[config.mk]
export PLATFORM = sky130hd
export DESIGN_NAME = kwpa_queue
export DESIGN_NICKNAME = d
export VERILOG_FILES = /design/src/assert_macros.svh /design/src/kwpa_pkg.sv /design/src/kwpa_queue.sv
export SDC_FILE = /design/constraint.sdc
export NUM_CORES = 1
export LEC_CHECK = 0
export ABC_AREA = 1
export BUFFER_PORTS_ARGS = -buffer_cell sky130_fd_sc_hd__buf_2
export CAP_MARGIN = 20
export CORE_MARGIN = 2
export CORE_UTILIZATION = 55
export CTS_CLUSTER_SIZE = 20
export DETAILED_ROUTE_END_ITERATION = 10
export PLACE_DENSITY_LB_ADDON = 0.15
export SETUP_SLACK_MARGIN = 0.5
export SLEW_MARGIN = 10
export SYNTH_ARGS = -nofsm -noshare
export SYNTH_HDL_FRONTEND = slang
export SYNTH_SLANG_ARGS = --single-unit
export TNS_END_PERCENT = 1
[constraint.sdc]
create_clock -name clk -period 4.5 [get_ports clk]
set_clock_uncertainty 0.15 [all_clocks]
set_input_delay 0.9 -clock clk [delete_from_list [all_inputs] [get_ports clk]]
set_output_delay 0.9 -clock clk [all_outputs]
set_load 0.05 [all_outputs]
[src/assert_macros.svh]
// Assertion macros for the RTL of the packet assembler, included by the top level.
// The including module must provide signals named clk and rst_n.
// Define ASSERT_OFF to compile the assertions out.
`ifndef ASSERT_MACROS_SVH
`define ASSERT_MACROS_SVH
`ifndef ASSERT_OFF
// Same-cycle implication, checked out of reset.
`define KWPA_ASSERT_IMPLIES(lbl, ante, cons, msg) \
    lbl: assert property (@(posedge clk) disable iff (!rst_n) (ante) |-> (cons)) \
        else $error(msg);
// Next-cycle implication, checked out of reset.
`define KWPA_ASSERT_NEXT(lbl, ante, cons, msg) \
    lbl: assert property (@(posedge clk) disable iff (!rst_n) (ante) |=> (cons)) \
        else $error(msg);
`else
`define KWPA_ASSERT_IMPLIES(lbl, ante, cons, msg)
`define KWPA_ASSERT_NEXT(lbl, ante, cons, msg)
`endif
`endif

[src/kwpa_pkg.sv]
// Package of the keyed word packet assembler: sizes, register indexes,
// result codes and the structs passed between the front, queue and back.
// No dependencies.
package kwpa_pkg;

    localparam int PACKET_WORDS = 68;
    localparam int WORD_W       = 32;
    localparam int FILL_W       = $clog2(PACKET_WORDS + 1);
    localparam int ROWS         = (PACKET_WORDS + 1) / 2;
    localparam int ROW_W        = (ROWS > 1) ? $clog2(ROWS) : 1;
    localparam int NUM_BUFS     = 2;
    localparam int BUF_W        = 1;
    localparam int MEM_AW       = BUF_W + ROW_W;
    localparam int MEM_DEPTH    = 1 << MEM_AW;
    localparam int QCNT_W       = BUF_W + 1;

    localparam logic [WORD_W-1:0] END_FLAG = {1'b1, {(WORD_W-1){1'b0}}};

    // Configuration register indexes.
    localparam int CFG_IDX_W = 2;
    localparam logic [CFG_IDX_W-1:0] CFG_NEW_SEQ    = 2'd0;
    localparam logic [CFG_IDX_W-1:0] CFG_FIRST_DATA = 2'd1;
    localparam logic [CFG_IDX_W-1:0] CFG_END_MARKER = 2'd2;

    // Word counts carried by one result.
    localparam int NW_W = 2;
    localparam logic [NW_W-1:0] NW_NONE = 2'd0;
    localparam logic [NW_W-1:0] NW_ONE  = 2'd1;
    localparam logic [NW_W-1:0] NW_TWO  = 2'd2;

    // Flush command: which buffer, how many words, and the header word.
    typedef struct packed {
        logic [BUF_W-1:0]  bsel;
        logic [FILL_W-1:0] count;
        logic [WORD_W-1:0] header;
    } cmd_t;

    // Store write from the front into the packet memory.
    typedef struct packed {
        logic              en;
        logic              bank;
        logic [MEM_AW-1:0] addr;
        logic [WORD_W-1:0] data;
    } wr_t;

    // Buffer release from the back once a packet has fully left.
    typedef struct packed {
        logic             en;
        logic [BUF_W-1:0] bsel;
    } rel_t;

endpackage

[src/kwpa_queue.sv]
// Two-entry command queue between the front and the back of the assembler.
// Depends on kwpa_pkg.
module kwpa_queue (
    input  logic            clk,
    input  logic            rst_n,
    input  logic            push,
    input  kwpa_pkg::cmd_t  push_cmd,
    input  logic            pop,
    output logic            head_valid,
    output kwpa_pkg::cmd_t  head_cmd
);
    import kwpa_pkg::*;

    cmd_t              entry_reg [NUM_BUFS];
    logic [BUF_W-1:0]  wr_ptr_reg;
    logic [BUF_W-1:0]  wr_ptr_next;
    logic [BUF_W-1:0]  rd_ptr_reg;
    logic [BUF_W-1:0]  rd_ptr_next;
    logic [QCNT_W-1:0] cnt_reg;
    logic [QCNT_W-1:0] cnt_next;

    assign head_valid = (cnt_reg != '0);
    assign head_cmd   = entry_reg[rd_ptr_reg];

    // Pointer and occupancy update.
    always_comb
    begin
        wr_ptr_next = wr_ptr_reg;
        rd_ptr_next = rd_ptr_reg;
        cnt_next    = cnt_reg;
        if (push)
        begin
            wr_ptr_next = wr_ptr_reg + BUF_W'(1);
        end
        if (pop)
        begin
            rd_ptr_next = rd_ptr_reg + BUF_W'(1);
        end
        if (push && !pop)
        begin
            cnt_next = cnt_reg + QCNT_W'(1);
        end
        else if (pop && !push)
        begin
            cnt_next = cnt_reg - QCNT_W'(1);
        end
    end

    always_ff @(posedge clk or negedge rst_n)
    begin
        if (!rst_n)
        begin
            wr_ptr_reg <= '0;
            rd_ptr_reg <= '0;
            cnt_reg    <= '0;
        end
        else
        begin
            wr_ptr_reg <= wr_ptr_next;
            rd_ptr_reg <= rd_ptr_next;
            cnt_reg    <= cnt_next;
        end
    end

    // Entry storage holds payload only.
    always_ff @(posedge clk)
    begin
        if (push)
        begin
            entry_reg[wr_ptr_reg] <= push_cmd;
        end
    end

endmodule

* Word level (Yosys, flattened, before mapping)
Memory sizes are Yosys's and may differ from the RTL's. Cells that the tools add are included.
Storage, ports and cells: bits in registers 4, memory bits (writable) 80, bits of input ports 44, output and inout port bits 41, memories 1
Cells by class: add/subtract/negate cells 4, muxes and demuxes 4, reduce and logical (&&, ||, !) cells 6
Memory list:
- entry_reg | words 2, width 40, rd ports 1, clocked after Yosys merged registers in 0, write ports 1, RTL line kwpa_queue.sv:14 | cmd_t entry_reg [NUM_BUFS];
Operator list (count):
- $mux 2 | 2
- $reduce_bool 2->1 | 2
- $add 1x1->1 const B | 2
- $add 2x1->2 const B | 1
- $logic_and 1x1->1 | 2
- $logic_not 1->1 | 2
- $mux 1 | 2
- $sub 2x1->2 const B | 1

* Depth between registers and ports, before layout
word-level depth 4, depth in mapped cells 7, gate-level depth less buffers 7

* Worst setup path after synthesis
No wires, ideal clock.
path kind input -> register, start point input push, end point memory entry_reg[0][0] (netlist name) (enable), data arrival time 2.623 ns, data required time 3.912 ns, setup slack 1.289 ns, stages 2, buffers on the path 0, cell sequence inv_1 > nor2_1
On the way: longest elaborated chain between the ends 2
RTL lines:
- start, declared | RTL line kwpa_queue.sv:6 | input logic push,
- $mux 1 | RTL line kwpa_queue.sv:68 | if (push)
- $mux 1 (not written as such) | RTL line kwpa_queue.sv:70 | entry_reg[wr_ptr_reg] <= push_cmd;
- end, declared | RTL line kwpa_queue.sv:14
Every way passes these cells.

==> reports/results.txt <==
Internal - 1.761 mW
Routed Antenna Nets - 0
Setup Buffers After CTS - 0
Cells after Synth - 149
Yosys reg bits - 84
Reg-to-reg critical path endpoint - rd_ptr_reg
Vias in the first global route - 1586
Seq pwr share - 0.393
Fmax - 306.7 MHz
GRT overflow - 0
Global-route wire length before repair - 7.148 mm
Pins Over Slew Limit - 0
Sw Share - 0.3898
Reg clk slew, reported paths - 80 ps
Clock network fraction of design power - 0.188
Total GRT Usage - 0.1548
Synth Area per Inst - 22.10 µm²
Finish-stage setup viols - 0
Mapped Area - 0.003293 mm²
Peak supply drop - 0.0003529 V
Logic pwr share - 0.419
Placed cell count - 305
Worst hold path type - in2async
Psw - 1.125 mW
PortBufs - 84
Layout Utilization - 0.6775
Row cnt - 28
Critical path cell sequence - buf_4, mux2_2, buf_2
Post-synth EDFFs - 80
CP startpoint - rd_ptr_reg
Sink Count - 84
Routed wire length - 4.625 mm
Critical path class - reg2out
Final Hold Fails - 0
Sum of negative setup slack - 0 ps
CP required - 3450 ps
Chip height - 81.38 µm
Clock Tree Buf Depth - 2
Global placer's final weighted congestion - 0.7230
Pre-antenna DRT Iters - 4
Post-route cell area - 0.003964 mm²
Routed vias - 1549
DIE WIDTH - 81.38 µm
Area growth, synth to finish - 20.36%
CTS Buf Count - 9
Reg-to-reg slack, setup - 2810 ps
Largest net degree at the start of global routing - 41
Leak Pwr - 1.644 nW
ANT cells - 0
Filler-free cell count of the finished design - 321
Slowest stage delay, CP - 790 ps
Slowest CP cell - dfrtp_2
Crit. End Element - output port
Count of cell types in the netlist - 14
RSZ-0062 raised after global routing - no
# IOs - 85
Hold_buf cts - 0
Post-DP HPWL - 3.139 mm
Die area - 0.006623 mm²
Fin nets - 286
Predominant post-synthesis flop cell - edfxtp_1
Number of vias per cell - 4.826
Max Cap Viol - 0
CP max FO - 21
Clock latency on the worst-skew pair - 330 ps
Starting Density - 0.5629
Worst Path Arrival - 2210 ps
Fin crit share - 0.7246
Synth Warn # - 0
# DRC - 0
Minimum clock period - 3261 ps
Status - complete, no violations
Pwr/cell area - 728.0 mW/mm²
Post-synthesis sequential area ratio - 0.7599
Largest register FFs - 80
H-tree levels - 3
Area after DPL - 0.003760 mm²
Crit start category - register
FF-to-FF Start - rd_ptr_reg
Worst slew pin tran - 851.0 ps
R2r worst-path depth - 2
Hold Slack - 205.5 ps
Post-cts sizing count - 0
Routed WL per cell - 14.41 µm
CTS Root Cell - clkbuf_8
Slew HR - 0.4318
Layout cells sized above 1 - 0.5732
Core ar. - 0.005851 mm²
Synth async-reset ratio - 0.04762
DRT iter0 DRCs - 47
Post-Syn Nets - 194
CTS tree - yes
Antenna violations before repair - 0
## per-stage QoR
step	setup slack, ps	total power, mW
after floorplan	1289	2.220
after global placement	1592	2.349
after detailed placement	1565	2.379
after CTS	1173	2.922
after global routing	1127	3.015
final	1240	2.886
## worst max-delay path: cells and delay by family (launching register included)
kind | cells | cell delay, ps
buf+inv | 2 | 690
mux | 1 | 380
flops | 1 | 790
## final cells by class
class | count | area, µm²
multi-input cells | 53 | 680.7
well taps | 75 | 93.84
inverters | 7 | 26.28
clock inverters | 3 | 65.06
repair buffers | 86 | 455.4
fillers | 413 | 1887
flip-flops and latches | 84 | 2504
clock buffers | 13 | 138.9
## kinds of logic after synthesis
| kind of cell | after synthesis | share of synthesized area |
|---|---|---|
| adder cells (fa/ha/maj) | 1 | 0.003799 |
| XOR/XNOR | 3 | 0.007980 |
| buffers and inverters | 12 | 0.03572 |
| AND/OR/NAND/NOR | 9 | 0.01140 |
| flip-flops | 84 | 0.7599 |
| multiplexers | 40 | 0.1812 |
## cells in the mapped netlist (2+ instances only)
master,count,area share
edfxtp_1,80,0.73
nand2_1,6,0.0068
mux2_4,39,0.18
xor2_1,2,0.0053
dfrtp_1,4,0.030
buf_12,4,0.024
inv_1,7,0.0080
## how the worst max path moves through the flow
stage                 endpoint  slack, ps  cells after the start
4_1_cts           head_cmd[20]       1170                      3
6_report          head_cmd[20]       1240                      3
2_1_floorplan  entry_reg[0][0]       1290                      2
3_3_place_gp      head_cmd[20]       1590                      3
5_1_grt           head_cmd[20]       1130                      3
3_5_place_dp      head_cmd[20]       1560                      3
## cells in the final DEF, fill, tap and decap left out
| master | instances |
|---|---|
| buf_2 | 84 |
| edfxtp_1 | 80 |
| mux2_4 | 39 |
| clkbuf_8 | 9 |
| inv_1 | 6 |
| nand2_1 | 6 |
| clkbuf_1 | 4 |
| dfrtp_1 | 3 |
| xor2_1 | 2 |
| bufinv_16 | 2 |
| inv_2 | 1 |
| nor2_4 | 1 |
| xnor2_1 | 1 |
| nand3_1 | 1 |
| nand4_1 | 1 |
| mux2_2 | 1 |
| ha_1 | 1 |
| clkinv_2 | 1 |
| buf_16 | 1 |
| buf_4 | 1 |
| dfrtp_2 | 1 |
## routing by layer
metal,GRT usage,share of wire,vias up
li1,-,-,751
met1,0.1680,0.37,736
met2,0.2598,0.55,54
met3,0.04444,0.069,8
met4,0.1085,0.018,0
met5,0,0,-
## power by group through the flow
stage	Combinational (mW)	Sequential, mW	Clock [mW]
floorplan	1.13	1.09	0
global placement	1.20	1.15	0
detailed placement	1.22	1.16	0
CTS	1.22	1.14	0.558
global route	1.28	1.15	0.588
finish	1.21	1.13	0.542
Note: power is estimated with default switching activity, not from simulation.
