==> config.mk <==
export PLATFORM = sky130hd
export DESIGN_NAME = kwpa_front_flat
export DESIGN_NICKNAME = d
export VERILOG_FILES = /design/src/assert_macros.svh /design/src/kwpa_pkg.sv /design/src/kwpa_if.sv /design/src/kwpa_front.sv /design/src/flat_wrapper.sv
export SDC_FILE = /design/constraint.sdc
export NUM_CORES = 1
export LEC_CHECK = 0
export ABC_AREA = 1
export BUFFER_PORTS_ARGS = -buffer_cell sky130_fd_sc_hd__buf_2
export CORE_UTILIZATION = 32
export DETAILED_ROUTE_END_ITERATION = 7
export SYNTH_ARGS = -nofsm -noshare
export SYNTH_HDL_FRONTEND = slang
export SYNTH_SLANG_ARGS = --single-unit
export TNS_END_PERCENT = 30
==> constraint.sdc <==
create_clock -name clk -period 8.55 [get_ports clk]
set_clock_uncertainty 0.1 [all_clocks]
set_input_delay 0.4275 -clock clk [delete_from_list [all_inputs] [get_ports clk]]
set_output_delay 0.4275 -clock clk [all_outputs]
set_load 0.1 [all_outputs]
==> src/assert_macros.svh <==
// Assertion macros for the RTL of the packet assembler, included by the top level.
// The including module must provide signals named clk and rst_n.
// Define ASSERT_OFF to compile the assertions out.
`ifndef ASSERT_MACROS_SVH
`define ASSERT_MACROS_SVH
`ifndef ASSERT_OFF
// Same-cycle implication, checked out of reset.
`define KWPA_ASSERT_IMPLIES(lbl, ante, cons, msg) \
    lbl: assert property (@(posedge clk) disable iff (!rst_n) (ante) |-> (cons)) \
        else $error(msg);
// Next-cycle implication, checked out of reset.
`define KWPA_ASSERT_NEXT(lbl, ante, cons, msg) \
    lbl: assert property (@(posedge clk) disable iff (!rst_n) (ante) |=> (cons)) \
        else $error(msg);
`else
`define KWPA_ASSERT_IMPLIES(lbl, ante, cons, msg)
`define KWPA_ASSERT_NEXT(lbl, ante, cons, msg)
`endif
`endif

==> src/kwpa_pkg.sv <==
// Package of the keyed word packet assembler: sizes, register indexes,
// result codes and the structs passed between the front, queue and back.
// No dependencies.
package kwpa_pkg;

    localparam int PACKET_WORDS = 68;
    localparam int WORD_W       = 32;
    localparam int FILL_W       = $clog2(PACKET_WORDS + 1);
    localparam int ROWS         = (PACKET_WORDS + 1) / 2;
    localparam int ROW_W        = (ROWS > 1) ? $clog2(ROWS) : 1;
    localparam int NUM_BUFS     = 2;
    localparam int BUF_W        = 1;
    localparam int MEM_AW       = BUF_W + ROW_W;
    localparam int MEM_DEPTH    = 1 << MEM_AW;
    localparam int QCNT_W       = BUF_W + 1;

    localparam logic [WORD_W-1:0] END_FLAG = {1'b1, {(WORD_W-1){1'b0}}};

    // Configuration register indexes.
    localparam int CFG_IDX_W = 2;
    localparam logic [CFG_IDX_W-1:0] CFG_NEW_SEQ    = 2'd0;
    localparam logic [CFG_IDX_W-1:0] CFG_FIRST_DATA = 2'd1;
    localparam logic [CFG_IDX_W-1:0] CFG_END_MARKER = 2'd2;

    // Word counts carried by one result.
    localparam int NW_W = 2;
    localparam logic [NW_W-1:0] NW_NONE = 2'd0;
    localparam logic [NW_W-1:0] NW_ONE  = 2'd1;
    localparam logic [NW_W-1:0] NW_TWO  = 2'd2;

    // Flush command: which buffer, how many words, and the header word.
    typedef struct packed {
        logic [BUF_W-1:0]  bsel;
        logic [FILL_W-1:0] count;
        logic [WORD_W-1:0] header;
    } cmd_t;

    // Store write from the front into the packet memory.
    typedef struct packed {
        logic              en;
        logic              bank;
        logic [MEM_AW-1:0] addr;
        logic [WORD_W-1:0] data;
    } wr_t;

    // Buffer release from the back once a packet has fully left.
    typedef struct packed {
        logic             en;
        logic [BUF_W-1:0] bsel;
    } rel_t;

endpackage

==> src/kwpa_if.sv <==
// Valid/ready channel interfaces of the packet assembler: the event input
// and the packet result output. Depends on kwpa_pkg.
interface kwpa_in_if;
    import kwpa_pkg::*;

    logic              valid;
    logic              ready;
    logic [WORD_W-1:0] event_key;
    logic [WORD_W-1:0] event_word;

    modport source (output valid, output event_key, output event_word, input ready);
    modport sink   (input valid, input event_key, input event_word, output ready);
endinterface


==> src/kwpa_front.sv <==
// Front of the assembler: configuration registers, key classification,
// header, sequence and fill tracking, store writes and flush commands.
// Depends on kwpa_pkg and kwpa_if.
module kwpa_front (
    input  logic                            clk,
    input  logic                            rst_n,
    input  logic                            cfg_we,
    input  logic [kwpa_pkg::CFG_IDX_W-1:0]  cfg_index,
    input  logic [kwpa_pkg::WORD_W-1:0]     cfg_data,
    kwpa_in_if.sink                         event_in,
    input  kwpa_pkg::rel_t                  release_bus,
    output logic                            push,
    output kwpa_pkg::cmd_t                  push_cmd,
    output kwpa_pkg::wr_t                   store_wr
);
    import kwpa_pkg::*;

    logic [WORD_W-1:0]   new_seq_id_reg;
    logic [WORD_W-1:0]   first_data_id_reg;
    logic [WORD_W-1:0]   end_marker_id_reg;
    logic [FILL_W-1:0]   fill_reg;
    logic [FILL_W-1:0]   fill_next;
    logic [WORD_W-1:0]   seq_reg;
    logic [WORD_W-1:0]   seq_next;
    logic [WORD_W-1:0]   header_reg;
    logic [WORD_W-1:0]   header_next;
    logic [BUF_W-1:0]    wr_sel_reg;
    logic [BUF_W-1:0]    wr_sel_next;
    logic [NUM_BUFS-1:0] busy_reg;
    logic [NUM_BUFS-1:0] busy_next;

    logic                accept;
    logic                is_new_seq;
    logic                is_first_data;
    logic                is_end;
    logic [FILL_W-1:0]   fill_inc;
    logic [FILL_W-1:0]   cnt;
    logic [WORD_W-1:0]   hdr;
    logic [WORD_W-1:0]   seq;
    logic [WORD_W-1:0]   seq_inc;
    logic                do_flush;

    // The buffer being filled must not still be waiting to drain.
    assign event_in.ready = !busy_reg[wr_sel_reg];
    assign accept         = event_in.valid && event_in.ready;

    assign is_new_seq    = (event_in.event_key == new_seq_id_reg);
    assign is_first_data = (event_in.event_key == first_data_id_reg);
    assign is_end        = (event_in.event_key == end_marker_id_reg);
    assign fill_inc      = fill_reg + FILL_W'(1);

    // Classification and packet bookkeeping for one accepted event, and buffer ownership.
    always_comb
    begin
        fill_next   = fill_reg;
        seq_next    = seq_reg;
        header_next = header_reg;
        wr_sel_next = wr_sel_reg;
        busy_next   = busy_reg;
        push        = 1'b0;
        push_cmd    = '{bsel: wr_sel_reg, count: fill_reg, header: header_reg};
        store_wr    = '{en: 1'b0, bank: fill_reg[0],
                        addr: {wr_sel_reg, ROW_W'(fill_reg >> 1)},
                        data: event_in.event_word};
        hdr         = header_reg;
        seq         = seq_reg;
        cnt         = fill_inc;
        do_flush    = 1'b0;
        seq_inc     = '0;

        if (accept)
        begin
            if (is_new_seq)
            begin
                // Flush unless the packet holds only its header.
                push        = (fill_reg != FILL_W'(1));
                header_next = event_in.event_word;
                seq_next    = event_in.event_word;
                fill_next   = FILL_W'(1);
            end
            else
            begin
                // Word zero lives in the header register, the rest in the store.
                if (fill_reg == '0)
                begin
                    hdr = event_in.event_word;
                end
                else
                begin
                    store_wr.en = 1'b1;
                end
                if (is_first_data)
                begin
                    seq = '0;
                    hdr = '0;
                    cnt = FILL_W'(1);
                end
                if (is_end)
                begin
                    hdr      = hdr | END_FLAG;
                    cnt      = cnt - FILL_W'(1);
                    do_flush = 1'b1;
                end
                else if (cnt >= FILL_W'(PACKET_WORDS))
                begin
                    do_flush = 1'b1;
                end

                seq_inc = seq + WORD_W'(1);
                if (do_flush)
                begin
                    push        = 1'b1;
                    push_cmd    = '{bsel: wr_sel_reg, count: cnt, header: hdr};
                    seq_next    = seq_inc;
                    header_next = seq_inc;
                    fill_next   = FILL_W'(1);
                end
                else
                begin
                    seq_next    = seq;
                    header_next = hdr;
                    fill_next   = cnt;
                end
            end
        end

        // Buffer ownership: release from the back, hand-off on a flush.
        if (release_bus.en)
        begin
            busy_next[release_bus.bsel] = 1'b0;
        end
        if (push)
        begin
            busy_next[wr_sel_reg] = 1'b1;
            wr_sel_next           = ~wr_sel_reg;
        end
    end

    always_ff @(posedge clk or negedge rst_n)
    begin
        if (!rst_n)
        begin
            new_seq_id_reg    <= '0;
            first_data_id_reg <= '0;
            end_marker_id_reg <= '0;
            fill_reg          <= '0;
            seq_reg           <= '0;
            header_reg        <= '0;
            wr_sel_reg        <= '0;
            busy_reg          <= '0;
        end
        else
        begin
            if (cfg_we)
            begin
                case (cfg_index)
                    CFG_NEW_SEQ:    new_seq_id_reg    <= cfg_data;
                    CFG_FIRST_DATA: first_data_id_reg <= cfg_data;
                    CFG_END_MARKER: end_marker_id_reg <= cfg_data;
                    default:        ;
                endcase
            end
            fill_reg   <= fill_next;
            seq_reg    <= seq_next;
            header_reg <= header_next;
            wr_sel_reg <= wr_sel_next;
            busy_reg   <= busy_next;
        end
    end

endmodule

==> src/flat_wrapper.sv <==
// flat-port wrapper written by rule: the top's interface ports become plain ports
module kwpa_front_flat import kwpa_pkg::*;
  (clk, rst_n, cfg_we, cfg_index, cfg_data, release_bus, push, push_cmd, store_wr, event_in_valid, event_in_event_key, event_in_event_word, event_in_ready);
  kwpa_in_if event_in_i ();
  input  logic clk;
  input  logic rst_n;
  input  logic cfg_we;
  input  logic [kwpa_pkg::CFG_IDX_W-1:0] cfg_index;
  input  logic [kwpa_pkg::WORD_W-1:0] cfg_data;
  input  kwpa_pkg::rel_t release_bus;
  output logic push;
  output kwpa_pkg::cmd_t push_cmd;
  output kwpa_pkg::wr_t store_wr;
  input wire logic [$bits(event_in_i.valid)-1:0] event_in_valid;
  input wire logic [$bits(event_in_i.event_key)-1:0] event_in_event_key;
  input wire logic [$bits(event_in_i.event_word)-1:0] event_in_event_word;
  output wire logic [$bits(event_in_i.ready)-1:0] event_in_ready;
  assign event_in_i.valid = event_in_valid;
  assign event_in_i.event_key = event_in_event_key;
  assign event_in_i.event_word = event_in_event_word;
  assign event_in_ready = event_in_i.ready;
  kwpa_front u_core (.clk(clk), .rst_n(rst_n), .cfg_we(cfg_we), .cfg_index(cfg_index), .cfg_data(cfg_data), .event_in(event_in_i), .release_bus(release_bus), .push(push), .push_cmd(push_cmd), .store_wr(store_wr));
endmodule
==> Word-level counts from Yosys, hierarchy flattened <==
Index checks and enable logic that the tools add are counted.
{ "classes": {"n_eq_ne": 6, "mux": 37, "addsub": 3, "bitwise": 4, "magnitude_cmp": 5, "reduce_logical": 9} }
{ "ops": {"columns": ["op", "count"], "rows": [
  ["32-bit 2-to-1 mux", 10],
  ["39-bit 2-to-1 mux", 3],
  ["32-bit equality test", 3],
  ["7-bit 2-to-1 mux", 6],
  ["32-bit by 1-bit adder with 32-bit output, second input constant", 1],
  ["1-bit 2-to-1 mux", 14],
  ["7-bit by 1-bit adder with 7-bit output, second input constant", 1],
  ["7-bit greater-or-equal comparator, second input constant", 1],
  ["7-bit zero test", 1],
  ["7-bit by 1-bit != test with 1-bit output, second input constant", 1],
  ["7-bit by 1-bit subtractor with 7-bit output, second input constant", 1],
  ["2-bit AND reduction", 3],
  ["1-bit by 2-bit less-than comparator with 1-bit output, second input constant", 2],
  ["2-bit 2-to-1 mux", 2],
  ["1-bit logical AND", 3],
  ["2-bit AND", 1],
  ["1-bit demux with 1-bit select", 2],
  ["2-bit by 1-bit equality test with 1-bit output, second input constant", 1],
  ["2-bit equality test, second input constant", 1],
  ["1-bit greater-or-equal comparator, second input constant", 2],
  ["2-bit zero test", 1],
  ["2-bit inverter", 1],
  ["2-bit OR", 1],
  ["1-bit zero test", 1],
  ["1-bit inverter", 1]
]} }
{ "totals": {"out_inout_bits": 83, "in_bits": 104, "regBits": 170, "word_cells": 72} }

==> Depth between registers and ports, before layout <==
Gate-level depths: netlist of run 1.
{ "logic_depth": {"ltp_word": 14, "depth_mapped": 25} }

==> Worst setup path before layout of run 1 <==
No wires, ideal clock.
{ "synth_timing": {"path_type": "flip-flop to output port", "startpoint": "register u_core.wr_sel_reg", "endpoint": "output push_cmd[33] in the netlist's numbering", "stages_incl_launch_ff": 9, "slack_ns": 2.587, "required_time_ns": 8.023, "arrival_time_ns": 5.436, "path_buffers": 1, "path_cell_list": "dfrtp_1 > mux2i_1 > nand2_1 > inv_2 > nand2_1 > inv_2 > nand2_4 > buf_4 > o21ai_0"} }
{ "synth_rtl": {"columns": ["item", "line", "source"], "rows": [
  ["from (decl)", "kwpa_front.sv:27", "logic [BUF_W-1:0] wr_sel_reg;"],
  ["from (signal assigned)", "kwpa_front.sv:166", "wr_sel_reg <= wr_sel_next;"],
  ["to (decl)", "flat_wrapper.sv:12", "output kwpa_pkg::cmd_t push_cmd;"]
]} }

==> results.md, run 1 <==
* Worst Setup Start Kind: register
* Chip height at approximately 190 µm
* Placer Congestion at around 0.86
* Worst VDD drop at 0.196 mV
* First-pass GRT wire length at around 51,000 µm
* CTS H-tree depth at 4
* Initial DRC Count at around 750
* DR WL/cell at about 15 µm
* Number of global-route vias before repair at approximately 9,400
* Final Max Slew Viols at 0
* Die Wd at 187 µm
* Cells after synthesis at 1,519
* Share of cells above drive strength 1 at 0.178
* Area growth syn-to-layout at 14.5%
* Int Power at approximately 1800 µW
* CP Capture Type: primary output
* Routed Antenna Nets at 0
* Combinational share of power at 0.480
* Power per Cell Area at roughly 290 nW/µm²
* Status: completed
* Unrepaired setup endpoints after global routing: no
* Vias at 10,100
* Post-Syn Area per Cell at 7.21 µm²
* CTS root buf: clkbuf_16
* Post-synth cell types at 46
* Largest net degree at the start of global routing at 78
* Final HPWL DP at roughly 23,000 µm
* Post-synth design cell area at approximately 11,000 µm²
* Most used DFF post-synth: dfrtp_1
* Final worst-path cycle share at 0.605
* PortBufs at roughly 190
* Final setup viols at 0
* DRC violations left at 0
* Nets at 1,750
* Top post-synthesis cells by area: dfrtp_1 39%, nand2_1 16%, o21ai_0 7.6%, inv_1 5.6%, nand3_1 3.7%
* Final TNS setup at 0 ns
* Io pins at about 190
* Worst Path Max Fanout at a little over 60
* Post-synth top area cell: dfrtp_1
* CTS buffer count at 17
* Rel. slew slack at 0.371
* Clock Path Buffers at 2
* Peak Freq at just under 200 MHz
* First-pass DRT Iterations at 5
* Crit Path Class: reg -> out
* Clock share of power at 0.221
* Total grt overflow at 0
* Starting Density at 0.326
* Hold Slack at around 0.13 ns
* P_leak at around 0.0063 µW
* Post-synthesis sequential area ratio at 0.389
* Via-to-Cell Ratio at between 4 and 5
* Most frequent cells in the layout: 466 x nand2_1, 185 x buf_2, 170 x dfrtp_1
* Psw at about 1800 µW
* Final min period at between 5 and 6 ns
* Seq pwr share at 0.299
* Post-synth top area share at 0.389
* CTS tree: done
* Latest clock arrival within the worst-skew pair at about 0.45 ns
* Switching Fraction at 0.510
* Post-synthesis register bit count at between 150 and 200
* CTS resizes at 0
* Commonest non-fill, non-tap cell in the layout: nand2_1
* Detailed-route wire length at 32,000 µm
* Arrival time worst endpoint at 4.65 ns
* Worst slew pin tran at between 0.9 and 1 ns
* All-Layer GR Usage at 0.184
* Die area at between 30,000 and 40,000 µm²
* Final Util at 0.373
* Fin. Hold Viols at 0
* Core area at ~34,000 µm²
* Yosys warning count at 0
* Placement row count at 67
* Sink Count at 170
* Maxcap violations at 0
* Power, Total at between 3000 and 4000 µW
* Clock Pin Slew Worst Setup and Hold Paths at around 0.080 ns
* Syn_nets at around 1,600
* Initial antenna violation count at 6
* Async SR Flop Fraction at 1.00
* Critical Path RT at ~8.0 ns
* EDFF count, synth at 0
* Min-delay worst type: in -> reg
==> power by group through the flow <==
stage / combinational, µW / clock, µW / sequential, µW
6_report: 1740 / 799 / 1080
5_1_grt: 1870 / 846 / 1100
4_1_cts: 1740 / 813 / 1080
3_5_place_dp: 1740 / 0 / 1090
3_3_place_gp: 1720 / 0 / 1090
2_1_floorplan: 1330 / 0 / 1160
==> cell families after synthesis <==
family / Yosys count / synth area share
compound gates: 242 / 0.120
xor+xnor: 86 / 0.0688
fa+ha+maj: 5 / 0.00572
buf+inv: 268 / 0.115
flops: 170 / 0.389
mux: 1 / 0.000915
simple gates: 747 / 0.300
==> final cells by class <==
class	instances	area (µm²)
Fill cell	3506	21100
Multi-Input combinational cell	1081	5430
Sequential cell	170	4250
Timing Repair Buffer	198	1030
Inverter	173	652
Tap cell	448	561
Clock buffer	19	443
Clock inverter	13	149
Antenna cell	4	10.0
==> critical path: stages (launching register included) <==
cell	delay, ns
dfrtp_1	0.45
mux2i_1	0.25
nand2_1	0.07
buf_4	0.27
inv_2	0.51
nand2_1	0.25
inv_2	0.47
nand2_4	0.40
inv_2	0.11
buf_4	0.57
nand3_1	0.16
o21ai_0	0.15
buf_2	0.48
==> worst paths after layout <==
| check | from | to | slack (ns) | depth (start not counted) |
|---|---|---|---|---|
| hold / removal | release_bus[0] | u_core.busy_reg[0] | 0.13 | 3 |
| max in group asynchronous | rst_n | u_core.first_data_id_reg[26] | 5.89 | 4 |
| min in group asynchronous | rst_n | u_core.busy_reg[0] | 0.33 | 2 |
| setup / recovery | u_core.wr_sel_reg | push_cmd[37] | 3.38 | 12 |
| setup reg to reg | u_core.wr_sel_reg | u_core.header_reg[15] | 4.51 | 11 |
| hold reg to reg | u_core.header_reg[9] | u_core.header_reg[9] | 0.40 | 2 |
==> per-stage QoR <==
step                setup slack, ns  instance area [µm²]  std cells
detailed placement             3.77                11900       2069
global placement               3.84                11900       2069
CTS                            3.34                12500       2102
finish                         3.38                12500       2106
floorplan                      2.59                10900       1519
global route                   3.05                12500       2103
==> cell usage after synthesis, drive strengths merged (12+ instances only) <==
cell type    n
a21oi       20
buf         63
clkbuf      32
dfrtp      170
inv        173
nand2      477
nand3       92
nand4       20
nor2       122
nor4        12
o21ai      187
xnor2       45
xor2        41
==> routing by layer <==
metal,vias up,global-route usage,part of all wire,wire length [µm]
met5,-,0,0.00066,21
li1,5058,-,-,-
met3,40,0.0388,0.060,1920
met2,325,0.305,0.47,15000
met1,4701,0.242,0.45,14500
met4,4,0.0542,0.017,559
==> timing repair <==
| item | 4_1_cts | 5_1_grt |
|---|---|---|
| hold buffers | 1 | 0 |
| hold endpoints to repair | 34 | 0 |
| buffers inserted | 0 | 0 |
(Power assumes the default switching activity.)
==> inputs of run 2 (changes only) <==
- clock period: 8.55 -> 5.3 ns (I/O delays scaled with it)
==> results.md, run 2 (synthesized netlist as in run 1, its figures left out) <==
* Status: completed
* CTS resizes at 0
* Most frequent cells in the layout: 466 x nand2_1, 170 x dfrtp_1, 166 x o21ai_0
* Area growth syn-to-layout at 18.8%
* Int Power at approximately 3000 µW
* Share of cells above drive strength 1 at 0.178
* Die area at 34,900 µm²
* P_leak at about 0.0065 µW
* Reg-to-reg setup timing slack at about 1.4 ns
* Sequential cell area at 4250 µm²
* Starting Density at 0.326
* DR WL/cell at around 15 µm
* Place WS at 1.10 ns
* CTS tree: done
* DRC violations left at 0
* Final HPWL DP at roughly 23,000 µm
* Final setup viols at 0
* Post-layout instance area at about 13,000 µm²
* Via-to-Cell Ratio at between 4 and 5
* CP Capture Type: primary output
* Seq pwr share at 0.287
* Fin. Hold Viols at 0
* Power per Cell Area at roughly 470 nW/µm²
* Worst Path Max Fanout at 50
* Initial DRC Count at ~780
* Fill cell count at around 3,500
* Crit Path Class: reg -> out
* Switching Fraction at 0.493
* Final worst-path cycle share at 0.880
* Maxcap violations at 0
* Peak Freq at about 210 MHz
* CTS H-tree depth at 4
* Final TNS setup at 0 ns
* Worst hold endpoint: u_core.new_seq_id_reg[19]
* Hold-fix buffers at CTS at 12
* R2r startpoint: u_core.wr_sel_reg
* Latest clock arrival within the worst-skew pair at approximately 0.44 ns
* CTS root buf: clkbuf_16
* Core area at approximately 34,000 µm²
* Unrepaired setup endpoints after global routing: no
* Io pins at around 190
* Critical Path RT at 4.93 ns
* Psw at about 3000 µW
* Worst Reg-to-Reg Cells at 12
* Rel. slew slack at 0.394
* Number of global-route vias before repair at ~9,600
* Hold Crit Depth at 3
* Worst setup margin at between 0.6 and 0.7 ns
* Initial antenna violation count at 5
* Routed Antenna Nets at 0
* Clock share of power at 0.203
* Clock Pin Slew Worst Setup and Hold Paths at approximately 0.070 ns
* Min-delay worst type: in -> reg
* First-pass DRT Iterations at 5
* Min-delay src: cfg_data[19]
* Chip height at around 190 µm
* Multi-input logic area at between 5000 and 6000 µm²
* Worst VDD drop at between 0.3 and 0.4 mV
* Commonest non-fill, non-tap cell in the layout: nand2_1
* Final Max Slew Viols at 0
* Arrival time worst endpoint at ~4.3 ns
* Placer Congestion at approximately 0.85
* Dpl cell area at around 12,000 µm²
* RR Endpoint: u_core.header_reg[23]
* Clock Path Buffers at 2
* First-pass GRT wire length at 51,200 µm
* # Post-CTS Setup Buffers at 0
* All-Layer GR Usage at 0.183
* Power, Total at between 6000 and 7000 µW
* Placement row count at 67
* PortBufs at approximately 190
* Worst slew pin tran at approximately 0.9 ns
* Combinational share of power at 0.511
* Detailed-route wire length at around 32,000 µm
* Largest net degree at the start of global routing at 84
* CTS buffer count at 17
* Total grt overflow at 0
* Vias at about 10,000
* Die Wd at 187 µm
* Nets at roughly 1,800
* Final min period at approximately 4.7 ns
* Sink Count at 170
* Worst Setup Start Kind: register
[run 2: cell types whose count changed in the layout (fill, tap and decap cells not counted), sizes merged]
cell	previous run	this run
buf	197	199
clkbuf	19	18
clkinv	3	4
diode	4	3
dlygate4sd3	1	12
inv	181	180
[run 2: metal layers]
metal  up-vias  wire (µm)  global-route usage
li1       5073          -                   -
met1      4679      14500               0.239
met2       286      14900               0.308
met3        37       1690              0.0373
met4         6        482              0.0463
met5         -         31                   0
[run 2: how the worst max path moves through the flow]
stage | startpoint | endpoint | slack (ns) | depth (start not counted)
after floorplan | u_core.wr_sel_reg | push_cmd[33] | -0.50 | 8
after global placement | u_core.wr_sel_reg | push_cmd[20] | 1.20 | 13
after detailed placement | u_core.wr_sel_reg | push_cmd[12] | 1.10 | 12
after CTS | u_core.wr_sel_reg | push_cmd[12] | 0.63 | 12
after global routing | u_core.wr_sel_reg | push_cmd[16] | 0.18 | 13
final | u_core.wr_sel_reg | push_cmd[22] | 0.64 | 12
[run 2: per-stage QoR]
| step | utilization | instances | hold WS (ns) |
|---|---|---|---|
| floorplan | - | 1519 | -0.131 |
| global placement | 0.366 | 2071 | 0.267 |
| detailed placement | 0.366 | 2071 | 0.277 |
| CTS | 0.386 | 2114 | 0.00188 |
| global route | 0.387 | 2115 | 0.00229 |
| finish | 0.387 | 2117 | 0.0107 |
[run 2: critical path, stage by stage, from the launching register on]
cell and delay (ns):
dfrtp_1 0.45, mux2i_1 0.24, nand2_1 0.07, buf_4 0.28
inv_2 0.08, buf_4 0.34, nand2_1 0.21, inv_2 0.43
nand2_4 0.39, inv_2 0.30, buf_4 0.51, o21ai_0 0.26
buf_12 0.23
[run 2: area by class of cell]
type | count | area share
Multi-Input combinational cell | 1081 | 0.418
Sequential cell | 170 | 0.327
Timing Repair Buffer | 211 | 0.118
Inverter | 173 | 0.0501
Tap cell | 448 | 0.0431
Clock buffer | 18 | 0.0330
Clock inverter | 13 | 0.0102
Antenna cell | 3 | 0.000578
[run 2: power groups by stage]
stage	combinational (µW)	sequential [µW]	clock, µW
after CTS	3110	1740	1260
after global routing	3320	1770	1310
after floorplan	2150	1880	0
after global placement	3070	1750	0
final	3100	1740	1230
after detailed placement	3100	1760	0
==> inputs of run 3 (changes only) <==
- CTS_BUF_LIST: unset -> sky130_fd_sc_hd__clkbuf_8
==> results.md, run 3 (synthesized netlist as in run 1, its figures left out) <==
* All-Layer GR Usage at 0.185
* Worst VDD drop at roughly 0.38 mV
* Power, Total at between 5000 and 6000 µW
* Most frequent cells in the layout: 466 x nand2_1, 170 x dfrtp_1, 166 x o21ai_0
* Min-delay worst type: in -> reg
* Clock Path Buffers at 2
* CP Capture Type: primary output
* Sink Count at 170
* Worst slew pin tran at 0.900 ns
* Final setup viols at 0
* Area growth syn-to-layout at 21.0%
* Crit Path Class: reg -> out
* # Post-CTS Setup Buffers at 0
* CTS H-tree depth at 4
* Initial antenna violation count at 4
* DRC violations left at 0
* CTS root buf: clkbuf_8
* Starting Density at 0.326
* P_leak at 0.00655 µW
* Placer Congestion at 0.847
* Clock Pin Slew Worst Setup and Hold Paths at 0.09 ns
* Maxcap violations at 0
* Peak Freq at 212 MHz
* Final Util at 0.394
* Min-delay src: cfg_data[0]
* Final worst-path cycle share at 0.891
* Commonest non-fill, non-tap cell in the layout: nand2_1
* Placement row count at 67
* Core area at between 30,000 and 40,000 µm²
* Via-to-Cell Ratio at about 4.8
* Latest clock arrival within the worst-skew pair at 0.48 ns
* Largest net degree at the start of global routing at 84
* Die area at roughly 35,000 µm²
* Arrival time worst endpoint at ~4.4 ns
* Nets at 1,807
* Worst Setup Start Kind: register
* Worst Path Max Fanout at 50
* Die Wd at approximately 190 µm
* First-pass GRT wire length at slightly above 50,000 µm
* DR WL/cell at roughly 15 µm
* Worst hold endpoint: u_core.first_data_id_reg[0]
* CTS tree: done
* CTS buffer count at 17
* R2r startpoint: u_core.wr_sel_reg
* Rel. slew slack at 0.399
* Vias at roughly 10,000
* Status: completed
* Number of global-route vias before repair at just under 10,000
* Detailed-route wire length at approximately 32,000 µm
* Reg-to-reg setup timing slack at ~1.4 ns
* Share of cells above drive strength 1 at 0.173
* Final min period at 4.72 ns
* PortBufs at approximately 190
* Worst Reg-to-Reg Cells at 12
* Final HPWL DP at ~23,000 µm
* Fin. Hold Viols at 0
* Critical Path RT at between 4 and 5 ns
* Io pins at 187
* Initial DRC Count at about 830
* Total grt overflow at 0
* Power per Cell Area at 436 nW/µm²
* Chip height at approximately 190 µm
* Hold Crit Depth at 3
* First-pass DRT Iterations at 5
* Final Max Slew Viols at 0
* RR Endpoint: u_core.header_reg[23]
* Routed Antenna Nets at 0
* Unrepaired setup endpoints after global routing: no
==> run 3: cell count changes in the layout (fill, tap and decap cells not counted) <==
cell           previous run  this run
dlygate4sd3_1            12        56
clkbuf_8                  0        17
clkbuf_1                  1         0
inv_1                   163       164
clkbuf_16                17         0
diode_2                   3         2
==> run 3: what timing repair did <==
action	4_1_cts	5_1_grt
hold buffers	56	0
gates resized for setup	0	0
hold endpoints to repair	205	0
==> run 3: power by group <==
part | internal [µW] | total [µW] | switching (µW) | leakage, µW
sequential | 1550 | 1740 | 187 | 0.00220
clock | 380 | 911 | 531 | 0.000191
combinational | 887 | 3130 | 2240 | 0.00416
==> run 3: routing by layer <==
layer	wire, µm	track usage	up-vias
li1	-	-	5147
met1	14500	0.240	4766
met2	15200	0.315	322
met3	1770	0.0343	34
met4	498	0.0492	6
met5	31	0	-
==> run 3: worst max path at each step <==
stage | startpoint | end | cells past startpoint
floorplan | u_core.wr_sel_reg | push_cmd[33] | 8
global placement | u_core.wr_sel_reg | push_cmd[20] | 13
detailed placement | u_core.wr_sel_reg | push_cmd[12] | 12
CTS | u_core.wr_sel_reg | push_cmd[12] | 12
global route | u_core.wr_sel_reg | push_cmd[16] | 13
finish | u_core.wr_sel_reg | push_cmd[22] | 12
==> run 3: final cells by class <==
class | instances | area, µm²
repair buffers | 255 | 1970
multi-input cells | 1081 | 5430
fillers | 3489 | 20400
diodes | 2 | 5.00
well taps | 448 | 561
inverters | 173 | 652
clock inverters | 14 | 136
clock buffers | 17 | 234
flip-flops and latches | 170 | 4250
==> run 3: per-stage QoR <==
stage / setup WS [ns] / hold WS, ns / TNS, ns / std cells / cell area (µm²)
6_report: 0.580 / 0.0297 / 0 / 2160 / 13200
5_1_grt: 0.125 / 0.0204 / 0 / 2158 / 13200
4_1_cts: 0.573 / 0.000615 / 0 / 2158 / 13200
3_5_place_dp: 1.10 / 0.277 / 0 / 2071 / 12300
3_3_place_gp: 1.20 / 0.267 / 0 / 2071 / 12300
2_1_floorplan: -0.501 / -0.131 / -4.43 / 1519 / 10900
==> run 3: worst max-delay path, stage by stage, from the launching register on <==
cell     delay, ns
dfrtp_1       0.46
mux2i_1       0.24
nand2_1       0.07
buf_4         0.28
inv_2         0.08
buf_4         0.34
nand2_1       0.21
inv_2         0.44
nand2_4       0.39
inv_2         0.30
buf_4         0.50
o21ai_0       0.26
buf_12        0.23
